**config.mk**
```make
export PLATFORM = sky130hd
export DESIGN_NAME = conv3x3_zero_pad_stream
export DESIGN_NICKNAME = d
export VERILOG_FILES = /design/src/hdl/c3zp_pkg.sv /design/src/hdl/conv3x3_zero_pad_stream.sv /design/src/hdl/c3zp_ram.sv
export SDC_FILE = /design/constraint.sdc
export NUM_CORES = 2
export LEC_CHECK = 0
export BUFFER_PORTS_ARGS = -buffer_cell sky130_fd_sc_hd__buf_2
export CAP_MARGIN = 15
export CORE_MARGIN = 4
export CORE_UTILIZATION = 50
export DETAILED_ROUTE_END_ITERATION = 8
export PLACE_DENSITY_LB_ADDON = 0.25
export SYNTH_ARGS = -nofsm -noshare
export SYNTH_HDL_FRONTEND = slang
export SYNTH_SLANG_ARGS = --single-unit
```
**constraint.sdc**
```tcl
create_clock -name clk -period 6.37 [get_ports clk]
set_input_delay 1.274 -clock clk [delete_from_list [all_inputs] [get_ports clk]]
set_output_delay 1.274 -clock clk [all_outputs]
set_load 0.1 [all_outputs]
```
**src/hdl/c3zp_pkg.sv**
```systemverilog
package c3zp_pkg;

    // Field and register widths
    localparam int PIX_W     = 8;
    localparam int COEF_W    = 8;
    localparam int TAPS      = 3;
    localparam int CFG_W     = 24;
    localparam int CFG_IDX_W = 2;
    localparam int SIZE_W    = 6;
    localparam int VALUE_W   = 20;
    localparam int PROD_W    = 17;

    // Frame position spans size*size pixel steps plus size+1 drain steps; the input side wraps at 10 bits
    localparam int POS_W     = 11;
    localparam int DIVD_W    = 10;
    localparam int DIV_CNT_W = 4;

    localparam logic [SIZE_W-1:0] SIZE_RESET = 6'd32;

    typedef enum logic [CFG_IDX_W-1:0] {
        CFG_COEFF_TOP    = 2'd0,
        CFG_COEFF_MID    = 2'd1,
        CFG_COEFF_BOTTOM = 2'd2,
        CFG_SIZE         = 2'd3
    } cfg_index_t;

    typedef logic [PIX_W-1:0]         pix_t;
    typedef logic signed [PROD_W-1:0] prod_t;

    // Per-step control carried down the window pipeline
    typedef struct packed {
        logic emit;
        logic last;
        logic pad_top;
        logic pad_bottom;
        logic pad_left;
        logic pad_right;
    } tap_ctl_t;

endpackage

```
**src/hdl/conv3x3_zero_pad_stream.sv**
```systemverilog
// 3x3 zero-padded 2D convolution over a square image streamed in raster order.
// Input channel: pixel with in_valid/in_ready, one pixel per beat, one beat per cycle while in_ready is high.
// Output channel: value/frame_end with out_valid/out_ready; frame_end marks the last
// result of a frame. Config port: cfg_we/cfg_index/cfg_data, written while idle.
// Result k starts down the pipeline with the step of pixel k+size+1; the
// pipeline is row-store read, window shift, nine products, sum into the output buffer.
// Throughput is one pixel per cycle while in_ready is high; the row store has separate read and write ports.
// The last pixel of a frame starts a drain of size+1 zero steps, one per cycle unless the output buffer
// is full, during which in_ready is low; the counters then wrap for the next frame.
// A write to the size register holds in_ready low while a bit-serial
// divider rebuilds the row and column of the current position.
// Reset clears the counters, the window and the coefficients and sets the size to 32.
// The row stores are not cleared; pixels never written are masked by the padding.
// When the receiver stalls, a two-entry output buffer takes one more beat; the stall
// holds in_ready low only while its second entry is occupied.
module conv3x3_zero_pad_stream
    import c3zp_pkg::*;
#(
    parameter int IMAGE_SIZE = 32
) (
    input  logic                      clk,
    input  logic                      rst_n,
    input  logic [PIX_W-1:0]          pixel,
    input  logic                      in_valid,
    output logic                      in_ready,
    output logic signed [VALUE_W-1:0] value,
    output logic                      frame_end,
    output logic                      out_valid,
    input  logic                      out_ready,
    input  logic                      cfg_we,
    input  logic [CFG_IDX_W-1:0]      cfg_index,
    input  logic [CFG_W-1:0]          cfg_data
);

    localparam int COL_W = (IMAGE_SIZE > 1) ? $clog2(IMAGE_SIZE) : 1;

    // Configuration
    logic [CFG_W-1:0]  coef_reg [TAPS];
    logic [SIZE_W-1:0] size_reg;
    logic [SIZE_W-1:0] n;
    logic [POS_W-1:0]  n_ext;
    logic [POS_W-1:0]  nn;
    logic [POS_W-1:0]  nn_m1_reg;
    logic [POS_W-1:0]  nn_pn_reg;

    // Position counters
    logic [POS_W-1:0] pos_reg;
    logic [POS_W-1:0] row_reg;
    logic [COL_W-1:0] col_reg;
    logic             drain_reg;

    // Divider
    logic                 busy_reg;
    logic [DIV_CNT_W-1:0] div_cnt_reg;
    logic [SIZE_W-1:0]    rem_reg;
    logic [DIVD_W-1:0]    quo_reg;
    logic [SIZE_W-1:0]    rem_shift;
    logic                 rem_ge;
    logic [SIZE_W-1:0]    rem_next;
    logic [DIVD_W-1:0]    quo_next;

    // Step issue
    logic             en;
    logic             issue;
    pix_t             step_px;
    logic             col_wrap;
    logic [COL_W-1:0] col_inc;
    logic [POS_W-1:0] row_inc;
    logic             frame_done;
    logic             drain_start;
    logic             past_first;
    logic [POS_W-1:0] kr;
    tap_ctl_t         a_ctl;

    // Stage 1: row-store read
    logic                 s1_valid_reg;
    tap_ctl_t             s1_ctl_reg;
    pix_t                 s1_px_reg;
    logic [COL_W-1:0]     s1_addr_reg;
    logic [2*PIX_W-1:0]   rd_data;
    logic                 fwd_reg;
    logic [2*PIX_W-1:0]   fwd_data_reg;
    pix_t                 up_now;
    pix_t                 mid_now;

    // Stage 2: window
    pix_t     win_reg [TAPS][TAPS];
    logic     s2_valid_reg;
    tap_ctl_t s2_ctl_reg;

    // Stage 3: products
    prod_t prod_reg [TAPS][TAPS];
    logic  s3_valid_reg;
    logic  s3_last_reg;
    logic signed [VALUE_W-1:0] sum;

    // Output buffer
    logic                      out_valid_reg;
    logic signed [VALUE_W-1:0] value_reg;
    logic                      frame_end_reg;
    logic                      skid_valid_reg;
    logic signed [VALUE_W-1:0] skid_value_reg;
    logic                      skid_last_reg;

    // Hold configuration registers
    always_ff @(posedge clk or negedge rst_n)
    begin
        if (!rst_n)
        begin
            coef_reg[0] <= '0;
            coef_reg[1] <= '0;
            coef_reg[2] <= '0;
            size_reg    <= SIZE_RESET;
        end
        else if (cfg_we)
        begin
            case (cfg_index_t'(cfg_index))
                CFG_COEFF_TOP:    coef_reg[0] <= cfg_data;
                CFG_COEFF_MID:    coef_reg[1] <= cfg_data;
                CFG_COEFF_BOTTOM: coef_reg[2] <= cfg_data;
                CFG_SIZE:         size_reg    <= cfg_data[SIZE_W-1:0];
                default:          ;
            endcase
        end
    end

    // Clamp size to 1..IMAGE_SIZE
    always_comb
    begin
        if (size_reg == '0)
        begin
            n = SIZE_W'(1);
        end
        else if (size_reg > SIZE_W'(IMAGE_SIZE))
        begin
            n = SIZE_W'(IMAGE_SIZE);
        end
        else
        begin
            n = size_reg;
        end
    end

    assign n_ext = POS_W'(n);
    assign nn    = n_ext * n_ext;

    // Frame bounds, settled during the divider pass after a size write
    always_ff @(posedge clk)
    begin
        nn_m1_reg <= nn - POS_W'(1);
        nn_pn_reg <= nn + n_ext;
    end

    // Bit-serial divide of the position by the size
    assign rem_shift = {rem_reg[SIZE_W-2:0], quo_reg[DIVD_W-1]};
    assign rem_ge    = (rem_shift >= n);
    assign rem_next  = rem_ge ? (rem_shift - n) : rem_shift;
    assign quo_next  = {quo_reg[DIVD_W-2:0], rem_ge};

    always_ff @(posedge clk or negedge rst_n)
    begin
        if (!rst_n)
        begin
            busy_reg    <= 1'b0;
            div_cnt_reg <= '0;
        end
        else if (cfg_we && (cfg_index == CFG_SIZE))
        begin
            busy_reg    <= 1'b1;
            div_cnt_reg <= '0;
        end
        else if (busy_reg)
        begin
            div_cnt_reg <= div_cnt_reg + DIV_CNT_W'(1);
            if (div_cnt_reg == DIV_CNT_W'(DIVD_W - 1))
            begin
                busy_reg <= 1'b0;
            end
        end
    end

    always_ff @(posedge clk)
    begin
        if (cfg_we && (cfg_index == CFG_SIZE))
        begin
            rem_reg <= '0;
            quo_reg <= pos_reg[DIVD_W-1:0];
        end
        else if (busy_reg)
        begin
            rem_reg <= rem_next;
            quo_reg <= quo_next;
        end
    end

    // Issue one step per cycle unless the output buffer or the divider stalls: an input pixel or a drain step
    assign en       = !skid_valid_reg;
    assign in_ready = en && !drain_reg && !busy_reg;
    assign issue    = en && !busy_reg && (drain_reg || in_valid);
    assign step_px  = drain_reg ? '0 : pixel;

    assign col_wrap    = ((SIZE_W'(col_reg) + SIZE_W'(1)) == n);
    assign col_inc     = col_wrap ? '0 : (col_reg + COL_W'(1));
    assign row_inc     = col_wrap ? (row_reg + POS_W'(1)) : row_reg;
    assign frame_done  = (pos_reg >= nn_pn_reg);
    assign drain_start = !drain_reg && (pos_reg >= nn_m1_reg) && !frame_done;

    // Result position is one before this step's column, one row further up
    assign past_first = (row_reg > POS_W'(1)) || ((row_reg == POS_W'(1)) && (col_reg != '0));
    assign kr         = (col_reg != '0) ? (row_reg - POS_W'(1)) : (row_reg - POS_W'(2));

    always_comb
    begin
        a_ctl.emit       = past_first && (kr < n_ext);
        a_ctl.pad_top    = (kr == '0);
        a_ctl.pad_bottom = (kr == (n_ext - POS_W'(1)));
        a_ctl.pad_right  = (col_reg == '0);
        a_ctl.pad_left   = (col_reg == COL_W'(1)) || ((col_reg == '0) && (n == SIZE_W'(1)));
        a_ctl.last       = a_ctl.pad_bottom && a_ctl.pad_right;
    end

    // Advance position, row and column; wrap at frame end
    always_ff @(posedge clk or negedge rst_n)
    begin
        if (!rst_n)
        begin
            pos_reg   <= '0;
            row_reg   <= '0;
            col_reg   <= '0;
            drain_reg <= 1'b0;
        end
        else if (busy_reg && (div_cnt_reg == DIV_CNT_W'(DIVD_W - 1)))
        begin
            row_reg <= POS_W'(quo_next);
            col_reg <= rem_next[COL_W-1:0];
        end
        else if (issue)
        begin
            if (frame_done)
            begin
                pos_reg   <= '0;
                row_reg   <= '0;
                col_reg   <= '0;
                drain_reg <= 1'b0;
            end
            else
            begin
                pos_reg   <= pos_reg + POS_W'(1);
                row_reg   <= row_inc;
                col_reg   <= col_inc;
                drain_reg <= drain_reg || drain_start;
            end
        end
    end

    // Row stores: upper pixel in the high byte, middle pixel in the low byte
    c3zp_ram #(
        .WIDTH (2*PIX_W),
        .DEPTH (IMAGE_SIZE)
    ) u_row_ram (
        .clk   (clk),
        .we    (en && s1_valid_reg),
        .waddr (s1_addr_reg),
        .wdata ({mid_now, s1_px_reg}),
        .re    (issue),
        .raddr (col_reg),
        .rdata (rd_data)
    );

    // Forward the write of the previous step when it hits the same column
    assign up_now  = fwd_reg ? fwd_data_reg[2*PIX_W-1:PIX_W] : rd_data[2*PIX_W-1:PIX_W];
    assign mid_now = fwd_reg ? fwd_data_reg[PIX_W-1:0]       : rd_data[PIX_W-1:0];

    always_ff @(posedge clk or negedge rst_n)
    begin
        if (!rst_n)
        begin
            s1_valid_reg <= 1'b0;
            fwd_reg      <= 1'b0;
            s2_valid_reg <= 1'b0;
            s3_valid_reg <= 1'b0;
        end
        else if (en)
        begin
            s1_valid_reg <= issue;
            fwd_reg      <= s1_valid_reg && issue && (s1_addr_reg == col_reg);
            s2_valid_reg <= s1_valid_reg && s1_ctl_reg.emit;
            s3_valid_reg <= s2_valid_reg;
        end
    end

    // Stage 1 payload and the control carried into stages 2 and 3
    always_ff @(posedge clk)
    begin
        if (en)
        begin
            s1_ctl_reg   <= a_ctl;
            s1_px_reg    <= step_px;
            s1_addr_reg  <= col_reg;
            fwd_data_reg <= {mid_now, s1_px_reg};
            s2_ctl_reg   <= s1_ctl_reg;
            s3_last_reg  <= s2_ctl_reg.last;
        end
    end

    // Shift the window one column left and load the new right column
    always_ff @(posedge clk or negedge rst_n)
    begin
        if (!rst_n)
        begin
            for (int s = 0; s < TAPS; s++)
            begin
                for (int t = 0; t < TAPS; t++)
                begin
                    win_reg[s][t] <= '0;
                end
            end
        end
        else if (en && s1_valid_reg)
        begin
            for (int s = 0; s < TAPS; s++)
            begin
                win_reg[s][0] <= win_reg[s][1];
                win_reg[s][1] <= win_reg[s][2];
            end
            win_reg[0][2] <= up_now;
            win_reg[1][2] <= mid_now;
            win_reg[2][2] <= s1_px_reg;
        end
    end

    // Nine products against the rotated kernel, zero where padded
    always_ff @(posedge clk)
    begin
        if (en)
        begin
            for (int s = 0; s < TAPS; s++)
            begin
                for (int t = 0; t < TAPS; t++)
                begin
                    if (((s == 0) && s2_ctl_reg.pad_top) ||
                        ((s == TAPS - 1) && s2_ctl_reg.pad_bottom) ||
                        ((t == 0) && s2_ctl_reg.pad_left) ||
                        ((t == TAPS - 1) && s2_ctl_reg.pad_right))
                    begin
                        prod_reg[s][t] <= '0;
                    end
                    else
                    begin
                        prod_reg[s][t] <=
                            $signed(coef_reg[TAPS-1-s][COEF_W*(TAPS-1-t) +: COEF_W]) *
                            $signed({1'b0, win_reg[s][t]});
                    end
                end
            end
        end
    end

    // Sum the products
    always_comb
    begin
        sum = '0;
        for (int s = 0; s < TAPS; s++)
        begin
            for (int t = 0; t < TAPS; t++)
            begin
                sum = sum + VALUE_W'(prod_reg[s][t]);
            end
        end
    end

    // Output register plus skid entry
    always_ff @(posedge clk or negedge rst_n)
    begin
        if (!rst_n)
        begin
            out_valid_reg  <= 1'b0;
            skid_valid_reg <= 1'b0;
        end
        else if (skid_valid_reg)
        begin
            if (out_ready)
            begin
                skid_valid_reg <= 1'b0;
            end
        end
        else if (!out_valid_reg || out_ready)
        begin
            out_valid_reg <= s3_valid_reg;
        end
        else if (s3_valid_reg)
        begin
            skid_valid_reg <= 1'b1;
        end
    end

    always_ff @(posedge clk)
    begin
        if (skid_valid_reg)
        begin
            if (out_ready)
            begin
                value_reg     <= skid_value_reg;
                frame_end_reg <= skid_last_reg;
            end
        end
        else if (!out_valid_reg || out_ready)
        begin
            value_reg     <= sum;
            frame_end_reg <= s3_last_reg;
        end
        else
        begin
            skid_value_reg <= sum;
            skid_last_reg  <= s3_last_reg;
        end
    end

    assign out_valid = out_valid_reg;
    assign value     = value_reg;
    assign frame_end = frame_end_reg;

endmodule

```
**src/hdl/c3zp_ram.sv**
```systemverilog
module c3zp_ram #(
    parameter int WIDTH = 16,
    parameter int DEPTH = 32
) (
    input  logic                                      clk,
    input  logic                                      we,
    input  logic [((DEPTH > 1) ? $clog2(DEPTH) : 1)-1:0] waddr,
    input  logic [WIDTH-1:0]                          wdata,
    input  logic                                      re,
    input  logic [((DEPTH > 1) ? $clog2(DEPTH) : 1)-1:0] raddr,
    output logic [WIDTH-1:0]                          rdata
);

    logic [WIDTH-1:0] mem [DEPTH];

    // Write port
    always_ff @(posedge clk)
    begin
        if (we)
        begin
            mem[waddr] <= wdata;
        end
    end

    // Registered read; returns old data on a same-address write
    always_ff @(posedge clk)
    begin
        if (re)
        begin
            rdata <= mem[raddr];
        end
    end

endmodule

```
==> results.sh <==
export IMPL_slew_headroom_pct=24.34
export IMPL_path_clk_slew_ps=70
export IMPL_ios=62
export IMPL_critical_path_required_ps=7000
export IMPL_tns_ps=0
export IMPL_seq_area_um2=28480
export IMPL_drtIter0Drc=3025
export IMPL_synth_xor_area_share_pct=2.007
export IMPL_vias=37825
export IMPL_multiInputGateArea_um2=31270
export IMPL_syn_to_final_growth_pct=9.356
export IMPL_r2r_start="size_reg[5]"
export IMPL_synth_top_family_by_area="adder cells"
export IMPL_coreArea_um2=124300
export IMPL_drv_slew=0
export IMPL_synth_top_area_share_pct=36.99
export IMPL_cts_sinks=988
export IMPL_cts_buffers=104
export IMPL_syn_avg_cell_area_um2=12.45
export IMPL_wl_um=147900
export IMPL_maxCapViolCount=0
export IMPL_yosysSeqAreaShare_pct=45.32
export IMPL_netlist_area_um2=62830
export IMPL_critical_path_endpoint_type="flop"
export IMPL_fp_dieH_um=362.5
export IMPL_clockBufferDepth=3
export IMPL_drc=0
export IMPL_timing_fmax_mhz=208.7
export IMPL_postCtsSetupBuffers=0
export IMPL_antenna_left=0
export IMPL_yosys_area_top_type="edfxtp_1"
export IMPL_vias_per_cell=5.541
export IMPL_grt_pass1_vias=38538
export IMPL_finClkSkew_ps=61.57
export IMPL_cp_data_arrival_time_ps=5420
export IMPL_holdPathEnd="s2_ctl_reg[1]"
export IMPL_drive_above_1_share_pct=11.56
export IMPL_nFillCells=10340
export IMPL_synth_main_ff_cell="edfxtp_1"
export IMPL_ys_ff_latch=988
export IMPL_htreeDepth=3
export IMPL_setup_viol=0
export IMPL_firstDrtPassIters=6
export IMPL_clock_latency_ps=770
export IMPL_synthTopCellsByArea="edfxtp_1 37%, fa_1 15%, ha_1 9.5%"
export IMPL_criticalPathCategory="flop to flop"
export IMPL_hold_class="flop to flop"
export IMPL_antenna_cells=0
export IMPL_dp_hpwl_um=105300
export IMPL_async_flop_share_pct=19.13
export IMPL_worstMarginPinSlew_ps=1135
export IMPL_synthAdderAreaFrac_pct=24.23
export IMPL_min_delay_start="s1_ctl_reg[1]"
export IMPL_grt_use_total_pct=22.89
export IMPL_root_buffer="clkbuf_16"
export IMPL_fp_row_count=129
export IMPL_gp_congestion=0.9208
export IMPL_crit_path_start_kind="flop"
export IMPL_antenna_found_initial=1
export IMPL_cts_tree="built"
export IMPL_dieArea_um2=131400
export IMPL_r2r_cells=16
export IMPL_fin_crit_ps=4793
export IMPL_syn_inst=5048
export IMPL_synth_distinct_cells=82
export IMPL_grt_max_degree=110
export IMPL_cts_resized=0
export IMPL_ys_warn_count=0
export IMPL_grt_overflow_total=0
export IMPL_fp_dieW_um=362.5
export IMPL_fin_crit_sh_pct=75.24
export IMPL_reg2reg_to="nn_pn_reg[10]"
export IMPL_status="finished clean"
export IMPL_muxShareOfSynthArea_pct=8.014
export IMPL_cp_max_fo=13
export IMPL_rsz0062_at_grt="false"
export IMPL_grt_pass1_wl_um=230500
export IMPL_final_core_util_pct=55.28
export IMPL_nets=6076
export IMPL_yosys_area_share_simple_pct=11.38
export IMPL_holdBufCountCts=0
export IMPL_whs_path_depth=0
export IMPL_wire_per_inst_um=21.67
export IMPL_synth_compound_area_share_pct=4.053
export IMPL_largest_reg_flops=512
export IMPL_initial_core_util_pct=50.55
export IMPL_synth_edf_count=774
export IMPL_finalHoldViolations=0
export IMPL_portBuffers=61
export IMPL_r2r_slack_ps=1580
through the flow:
step | instances | hold slack, ps | worst slack [ps] | cell area [µm²]
after global placement | 6627 | 406.4 | 1627 | 65010
after floorplan | 5051 | 400.3 | 1833 | 62840
after global routing | 6827 | 420.5 | 1169 | 68700
final | 6827 | 413.7 | 1577 | 68700
after CTS | 6825 | 414.4 | 1550 | 68660
after detailed placement | 6627 | 405.4 | 1586 | 65010
cells in the mapped netlist (all sizes together) (75+ instances only):
cell,number
inv,646
nor2,234
o21ai,101
fa,463
dfrtp,188
ha,476
edfxtp,774
clkbuf,158
a21oi,84
xor2,75
mux2,112
and2,337
mux4,160
nand2,562
routing by layer:
metal / GRT usage, % / wire length, µm / vias up
met5: 0 / 0 / -
met4: 6.589 / 4573 / 0
met3: 3.502 / 7652 / 202
met2: 37.97 / 71460 / 934
met1: 31.61 / 64250 / 19408
li1: - / - / 17281
cell type report:
cell class | instances | area share, %
timing repair buffer | 123 | 1.195
clock inverter | 80 | 1.339
clock buffer | 118 | 3.983
sequential | 988 | 41.46
tap | 1637 | 2.981
multi-input combinational | 3234 | 45.51
inverter | 647 | 3.537
critical path, cell delays in order (launching register included):
cell	delay, ps
dfstp_2	710
clkinv_1	290
nand2_1	240
inv_2	100
nand2_1	100
fa_1	470
fa_1	510
fa_1	490
inv_1	40
ha_1	300
xor2_1	310
ha_1	320
a21oi_1	130
o21ai_0	120
and3_1	230
and3_1	190
xnor2_1	110
worst max path at each step:
stage                             from         endpoint  slack [ps]
final                      size_reg[5]    nn_pn_reg[10]        1580
after CTS                  size_reg[5]    nn_m1_reg[10]        1550
after global routing       size_reg[5]    nn_m1_reg[10]        1170
after detailed placement   size_reg[5]    nn_pn_reg[10]        1590
after global placement    coef_reg[55]  prod_reg[2][15]        1630
after floorplan            win_reg[39]  prod_reg[1][33]        1830
logic make-up (layout without fill, tap and decap cells):
| family | Yosys count | in the layout |
|---|---|---|
| XOR/XNOR | 144 | 144 |
| buffers and inverters | 829 | 968 |
| other | 2 | 5 |
| flip-flops | 988 | 988 |
| multiplexers | 289 | 289 |
| AND/OR/NAND/NOR | 1465 | 1465 |
| adder cells (fa/ha/maj) | 939 | 939 |
| AO/OA/AOI/OAI | 392 | 392 |
cells in the final DEF (no fill, tap or decap), types with 8 or more instances in the layout:
cell / Yosys / layout
clkinv_2: 0 / 24
dfrtp_1: 188 / 183
ha_1: 476 / 476
xnor2_1: 69 / 69
a31oi_1: 22 / 21
and2_1: 337 / 337
nor3_1: 58 / 58
clkinvlp_4: 0 / 9
clkinv_1: 1 / 19
nand2b_1: 67 / 67
and3_1: 31 / 31
mux2i_1: 17 / 17
nor2_1: 233 / 233
o21ai_0: 99 / 99
a21o_1: 27 / 27
buf_4: 1 / 59
nand3_1: 45 / 45
buf_2: 11 / 60
a21oi_1: 82 / 82
clkbuf_16: 0 / 105
or4_1: 9 / 9
fa_1: 463 / 463
mux2_2: 112 / 112
o211ai_1: 24 / 24
dfxtp_1: 25 / 25
nor2b_1: 47 / 46
mux4_2: 160 / 160
edfxtp_1: 774 / 774
a211oi_1: 36 / 36
bufinv_16: 0 / 12
o31a_1: 11 / 11
inv_1: 645 / 644
o21a_1: 21 / 21
or3_1: 27 / 27
xor2_1: 75 / 75
nand2_1: 562 / 561
nand4_1: 8 / 8
o21bai_1: 15 / 14
Power is not shown: default switching activity piles up to over one toggle a cycle in this logic, so the estimate is an artifact.
